==> config.mk <==
export PLATFORM = sky130hd
export DESIGN_NAME = pcs_ram
export DESIGN_NICKNAME = d
export VERILOG_FILES = /design/src/sv/puct_child_select_top_macros.svh /design/src/sv/pcs_ram.sv
export SDC_FILE = /design/constraint.sdc
export NUM_CORES = 1
export LEC_CHECK = 0
export ABC_AREA = 1
export BUFFER_PORTS_ARGS = -buffer_cell sky130_fd_sc_hd__buf_4
export CAP_MARGIN = 20
export CORE_MARGIN = 3
export CORE_UTILIZATION = 45
export DETAILED_ROUTE_END_ITERATION = 16
export PLACE_DENSITY = 0.74
export RECOVER_POWER = 25
export SLEW_MARGIN = 10
export SYNTH_ARGS = -nofsm -noshare
export SYNTH_HDL_FRONTEND = slang
export SYNTH_SLANG_ARGS = --single-unit
==> constraint.sdc <==
create_clock -name i_clk -period 2 [get_ports i_clk]
set_clock_uncertainty 0.05 [all_clocks]
set_input_delay 0.1 -clock i_clk [delete_from_list [all_inputs] [get_ports i_clk]]
set_output_delay 0.1 -clock i_clk [all_outputs]
set_load 0.02 [all_outputs]
==> src/sv/puct_child_select_top_macros.svh <==
// Assertion macros shared by the selection block.
`ifndef PUCT_CHILD_SELECT_TOP_MACROS_SVH
`define PUCT_CHILD_SELECT_TOP_MACROS_SVH

// Same-cycle implication, disabled while reset is held.
`define PCS_ASSERT_IMM(label, clk, rst_n, ante, cons, msg) \
    label: assert property (@(posedge clk) disable iff (!rst_n) (ante) |-> (cons)) \
        else $error(msg);

// Next-cycle implication, disabled while reset is held.
`define PCS_ASSERT_NXT(label, clk, rst_n, ante, cons, msg) \
    label: assert property (@(posedge clk) disable iff (!rst_n) (ante) |=> (cons)) \
        else $error(msg);

`endif

==> src/sv/pcs_ram.sv <==
`timescale 1ns / 1ps
module pcs_ram #(
    parameter int WIDTH = 8,
    parameter int DEPTH = 8
) (
    input  logic                     i_clk,
    input  logic                     i_we,
    input  logic [$clog2(DEPTH)-1:0] i_waddr,
    input  logic [WIDTH-1:0]         i_wdata,
    input  logic [$clog2(DEPTH)-1:0] i_raddr,
    output logic [WIDTH-1:0]         o_rdata
);
    logic [WIDTH-1:0] r_mem [DEPTH];
    logic [WIDTH-1:0] r_rdata;

    // Write port and registered read port
    always_ff @(posedge i_clk) begin
        if (i_we) begin
            r_mem[i_waddr] <= i_wdata;
        end
        r_rdata <= r_mem[i_raddr];
    end

    assign o_rdata = r_rdata;
endmodule

# Word level (Yosys, flattened, before mapping)

Memory sizes are Yosys's and may differ from the RTL's. A register that Yosys moved wholly into a read port is not among the register bits.
Cells that the tools add are included.

Flip-flop bits (word level): 0
RAM bits: 64
Output and inout bits: 8
Word-level logic and storage cells: 3
Memories kept: 1

Muxes and demuxes: 2

Memories:

| name  | words | bits a word | rd ports | clocked after memory_dff | wr ports | line          | text |
|---|---|---|---|---|---|---|---|
| r_mem | 8     | 8           | 1        | 1                        | 1        | pcs_ram.sv:13 | `logic [WIDTH-1:0] r_mem [DEPTH];` |

Operators with widths:

| kind              | number |
|---|---|
| 1-bit two-way mux | 2 |

# Logic depth before layout (Yosys ltp)

Gate-level depths: netlist of run 1.

Word-level depth: 2
Gate-level depth with buffers: 8
Mapped depth without buffers: 6

# Worst setup path after synthesis of run 1

OpenSTA, ideal clock, no wires.

Kind: input to register
Start point: input i_waddr[0]
End point: memory r_mem[0][0] (enable)
Setup time: 0.370 ns
Arrival time: 0.605 ns
Required time: 1.580 ns
Path slack: 0.975 ns
Stages on the path: 3
Path buffers: 0
Cell sequence: inv_1 -> nand2_1 -> nor2_1

RTL lines:

| element         | line          | text |
|---|---|---|
| start, declared | pcs_ram.sv:8  | `input logic [$clog2(DEPTH)-1:0] i_waddr,` |
| end, declared   | pcs_ram.sv:13 |  |

No word-level cell before the write port.

==> results.cfg, run 1 <==
[run_status]
outcome = complete, no violations

[floorplan]
die_area_um2 = 7803
die_h_um = 88.34
io-pin-count = 24
rows = 29
core_um2 = 6459
initial_utilization = 0.4723
dieWidth_um = 88.34

[power]
seq_power_share = 0.538
power_uw = 3178
leakagePower_uw = 0.001641
netSwitchingFraction = 0.2173
pwr-share-comb = 0.078
power_density_nw_per_um2 = 897.5
ir_worst_vdd_uv = 469.6
clkPwrFrac = 0.384
p_int_uw = 2488
switching_power_uw = 690.5

[route]
drt_iter0_drc = 125
route.vias.total = 1961
vias_per_cell = 4.625
first_pass_iters = 4
wirelength_mm = 5.347
drt-wirelength-per-cell_um = 12.61
drc_errors = 0
ant_nets = 0

[timing]
fin_ws_ns = 0.9519
max_freq_mhz = 954.1
finalSetupViolCount = 0
finalHoldViolations = 0
max_slew_margin = 0.5288
fin_crit_ns = 1.048
finalMaxSlewViolations = 0
period_share = 0.5241
fin_tns_setup_ns = 0
worstMarginPinSlew_ns = 0.7042
rsz0062_at_grt = no
whs_ns = 0.1680

[yosys]
synthTopCellsByCount = nand2_1 (110), inv_1 (68), edfxtp_1 (64), nand3_1 (32)
syn_nets = 319
synth-seq-cells = 72
synth_cell_types = 11
syn_inst = 303
ys_async_sr_fraction = 0
synth_top_flop_cell = edfxtp_1
yosysTopAreaCell = edfxtp_1
synth_edf_count = 64
synth_area_um2 = 3050
synth_area_leaders = edfxtp_1 (63%), nand2_1 (14%), inv_1 (8.4%), dfxtp_1 (5.3%), nand3_1 (5.3%)
yosysSeqAreaShare = 0.6825
yosysMostFrequentCell = nand2_1
yosys.area.top_type_share = 0.6300
ys_warn_count = 0
syn_avg_cell_area_um2 = 10.07

[global_route]
track_usage = 0.1560
grt_max_degree = 34
grt_pass1_vias = 1821
grt_pass1_wl_mm = 8.735
gr-total-overflow = 0
grt_antenna_before_repair = 0

[placement]
dp_cells = 399
pre_cts_slack_ns = 0.7087
portBuffers = 23
place.gp.congestion = 0.7472
dp_hpwl_mm = 3.206

[clocking]
cts_tree = yes
clock_latency_ns = 0.34
cts_made_buffers = 9
clk_path_buf_depth = 2
htreeDepth = 3
clock_sinks = 72
clockRootBuffer = clkbuf_8
clk_pin_slew_ns = 0.08
post-cts-setup-buffers = 0

[setup_path]
cp.arrival_ns = 1.29
cp-start-kind = input port
critPathKind = input port to flop
crit_path_end_kind = flop
crit_required_ns = 2.24
cpPeakStageDelay_ns = 0.54
cpMostUsedCell = nand2_1
slowest_stage = dlygate4sd3_1
critical_path_buf_inv_count = 3
crit_path_max_fanout = 9
critical-path-top-delay-family = buffers and inverters
path_cells = dlygate4sd3_1, buf_4, inv_1, nand2_1, nand2_1

[job]
drv_cap = 0

[layout]
diodes = 0
drive_gt1_frac = 0.1066
area_delta_synth_final_pct = 16.08
nets = 358
final_cells = 424

[hold_path]
min_path_type = input port to flop
==> per-stage QoR <==
step	cell area [µm²]	utilization
after floorplan	3050	-
after CTS	3575	0.5535
after global placement	3272	0.5066
after global routing	3541	0.5482
after detailed placement	3272	0.5066
final	3541	0.5482
==> per-layer routing <==
metal  routed length, µm  global-route usage
met1                2237              0.1907
met2                2609              0.2536
met3                 340             0.03259
met4                 159             0.09615
met5                   0                   0
==> cell usage in the layout (no fill, tap or decap) <==
| master | Yosys | final |
|---|---|---|
| buf_4 | 3 | 21 |
| clkinv_4 | 0 | 1 |
| dlygate4sd3_1 | 0 | 9 |
| edfxtp_1 | 64 | 64 |
| inv_4 | 1 | 1 |
| nand2_1 | 110 | 110 |
| clkbuf_1 | 0 | 10 |
| inv_2 | 1 | 1 |
| clkinvlp_4 | 0 | 1 |
| clkinv_2 | 0 | 1 |
| nand3_1 | 32 | 32 |
| clkinv_1 | 0 | 1 |
| bufinv_16 | 0 | 2 |
| nor2_1 | 8 | 8 |
| dfxtp_1 | 8 | 8 |
| clkbuf_8 | 0 | 9 |
| inv_1 | 68 | 68 |
==> worst register-to-register path: stages, from the launching register on <==
cell	delay, ns
edfxtp_1	0.37
inv_1	0.07
nand2_1	0.06
nand3_1	0.08
nand2_1	0.06
nand2_1	0.06
nand2_1	0.06
==> sequential cells by signal, summed over array words and instances (netlist names) <==
register and flops:
o_rdata 8, r_mem 64
==> logic make-up after synthesis <==
| group | count (synthesis) | share of synthesized area |
|---|---|---|
| and+or+nand+nor | 150 | 0.1977 |
| buffers and inverters | 81 | 0.1198 |
| DFF | 72 | 0.6825 |
==> path summary, 6_finish.rpt <==
check                            startpoint  cells past startpoint  slack (ns)         end
worst max-delay path             i_raddr[2]                      5        0.95  o_rdata[3]
worst min-delay path             i_raddr[1]                      5        0.17  o_rdata[5]
worst max register to register  r_mem[4][3]                      6        1.08  o_rdata[3]
worst min register to register  r_mem[4][5]                      6        0.58  o_rdata[5]
==> cell type report <==
type                            instances  area [µm²]
Timing Repair Buffer                   39       281.5
Sequential cell                        72        2082
Inverter                               70       265.3
Clock buffer                           10       127.6
Fill cell                             546        2918
Clock inverter                          6       85.08
Multi-Input combinational cell        150       603.1
Tap cell                               77       96.34
==> power by group through the flow <==
stage	sequential (µW)	combinational [µW]	clock, µW
6_report	1710	248	1220
5_1_grt	1720	283	1310
4_1_cts	1710	257	1240
3_5_place_dp	1740	241	0
3_3_place_gp	1740	235	0
2_1_floorplan	1760	134	0
==> repair_timing <==
action                     CTS  global route
hold buffers                 9             0
setup endpoints to repair    0             0
hold endpoints to repair    68             0
gates resized for setup      0             0
Power figures use the tool's default switching activity.
==> run 2: changes to the inputs <==
==> constraint.sdc (replaced) <==
create_clock -name i_clk -period 1 [get_ports i_clk]
set_clock_uncertainty 0.05 [all_clocks]
set_input_delay 0.05 -clock i_clk [delete_from_list [all_inputs] [get_ports i_clk]]
set_output_delay 0.05 -clock i_clk [all_outputs]
set_load 0.02 [all_outputs]
==> run 2 against run 1 <==
Effect of this change: die area unchanged; hold slack got worse by 0.12 ns; first-iteration DRC count increased by 30%; critical path depth down 4; routed wire length rose by 8.8%; clock power up 110%; combinational power increased by 110%; non-clock buffer count is 9 higher; core utilization grew 1.3 points; count of clock-buffer cells in the layout grew 1; critical path type is now flop to primary output.
==> results.cfg, run 2 (synthesis gave the netlist of run 1 again) <==
[route]
drc_errors = 0
route.vias.total = 2011
ant_nets = 0
wirelength_mm = 5.818
vias_per_cell = 4.644
first_pass_iters = 4
drt-wirelength-per-cell_um = 13.44
drt_iter0_drc = 163

[placement]
portBuffers = 23
place.gp.congestion = 0.8103
dp_hpwl_mm = 3.843

[setup_path]
ff2ff_path_depth = 6
critPathKind = flop to primary output
cpPeakStageDelay_ns = 0.36
crit_path_end_kind = primary output
critical-path-top-delay-family = flip-flops
crit_required_ns = 0.90
crit_path_max_fanout = 1
cp.arrival_ns = 0.85
critical_path_depth = 1
path_cells = buf_4
slowest_stage = dfxtp_1
r2r_setup_slack_ns = 0.11
critical_path_buf_inv_count = 1
cp-start-kind = flop

[clocking]
clk_pin_slew_ns = 0.08
htreeDepth = 3
cts_made_buffers = 9
clock_sinks = 72
clk_path_buf_depth = 2
clock_latency_ns = 0.34
clockRootBuffer = clkbuf_8
cts_tree = yes

[timing]
worstMarginPinSlew_ns = 0.5319
max_slew_margin = 0.6454
fin_tns_setup_ns = 0
finalHoldViolations = 0
fin_crit_ns = 0.9496
period_share = 0.9496
finalSetupViolCount = 0
rsz0062_at_grt = no
max_freq_mhz = 1053
finalMaxSlewViolations = 0

[layout]
regMostFlops = r_mem
final_common_cell = nand2_1
postLayoutCoreUtil = 0.5608
area_delta_synth_final_pct = 18.74
diodes = 0
drive_gt1_frac = 0.1292
nets = 367
mostFrequentLayoutCells = nand2_1 (110), inv_1 (68), edfxtp_1 (64), nand3_1 (32), buf_4 (27)
largest_reg_flops = 64

[global_route]
grt_pass1_wl_mm = 9.259
use_met2 = 0.2767
grt_util_met3 = 0.03818
gr-total-overflow = 0
grt_max_degree = 33
grt_pass1_vias = 1954
grt_antenna_before_repair = 0
use_met1 = 0.2047
busiest_layer = met2
track_usage = 0.1678

[floorplan]
core_um2 = 6459
initial_utilization = 0.4723
io-pin-count = 24
rows = 29
die_h_um = 88.34
die_area_um2 = 7803
dieWidth_um = 88.34

[hold_path]
min_path_type = input port to flop
hold_path_depth = 5

[power]
power_density_nw_per_um2 = 1800
ir_worst_vdd_uv = 984.8
leakagePower_uw = 0.001697

[run_status]
outcome = complete, no violations

[job]
drv_cap = 0
[run 2: final timing paths]
kind,from,endpoint
max reg2reg,r_mem[1][1],o_rdata[1]
min reg2reg,r_mem[1][0],o_rdata[0]
max,o_rdata[3],o_rdata[3]
min,i_raddr[1],o_rdata[2]
[run 2: tightest hold or removal path: cells and delay by family]
family	cells	cell delay (ns)
buffers and inverters	1	0.12
AND/OR/NAND/NOR	4	0.24
[run 2: stage by stage]
step	power, µW	cells	setup WS (ns)	instance area [µm²]	hold WS [ns]
floorplan	3796	303	0.02511	3050	0.09887
global placement	3981	407	0.02208	3332	0.2366
detailed placement	3995	407	0.006893	3332	0.2369
CTS	6593	432	0.03021	3652	0.02643
global route	6798	433	0.006386	3622	0.07087
finish	6520	433	0.05043	3622	0.04573
[run 2: final cells by class]
type / count / area [µm²]
Fill cell: 577 / 2836
Sequential cell: 72 / 2082
Multi-Input combinational cell: 150 / 603.1
Timing Repair Buffer: 48 / 345.3
Inverter: 70 / 265.3
Clock buffer: 11 / 151.4
Tap cell: 77 / 96.34
Clock inverter: 5 / 78.83
[run 2: what timing repair did]
action | in CTS | in global routing
setup buffers | 0 | 0
endpoints found under the hold margin | 72 | 5
resized for setup | 0 | 0
setup endpoints to repair | 0 | 1
hold buffers | 9 | 2
[run 2: power by group]
group          internal, µW  switching (µW)  total (µW)
combinational           202             322         525
clock                  1540            1040        2570
sequential             3390            29.0        3420
total                  5130            1390        6520
[run 2: routing by layer]
metal,wire length (µm),part of all wire
met5,0,0
met4,106,0.018
met3,342,0.059
met1,2394,0.41
met2,2974,0.51
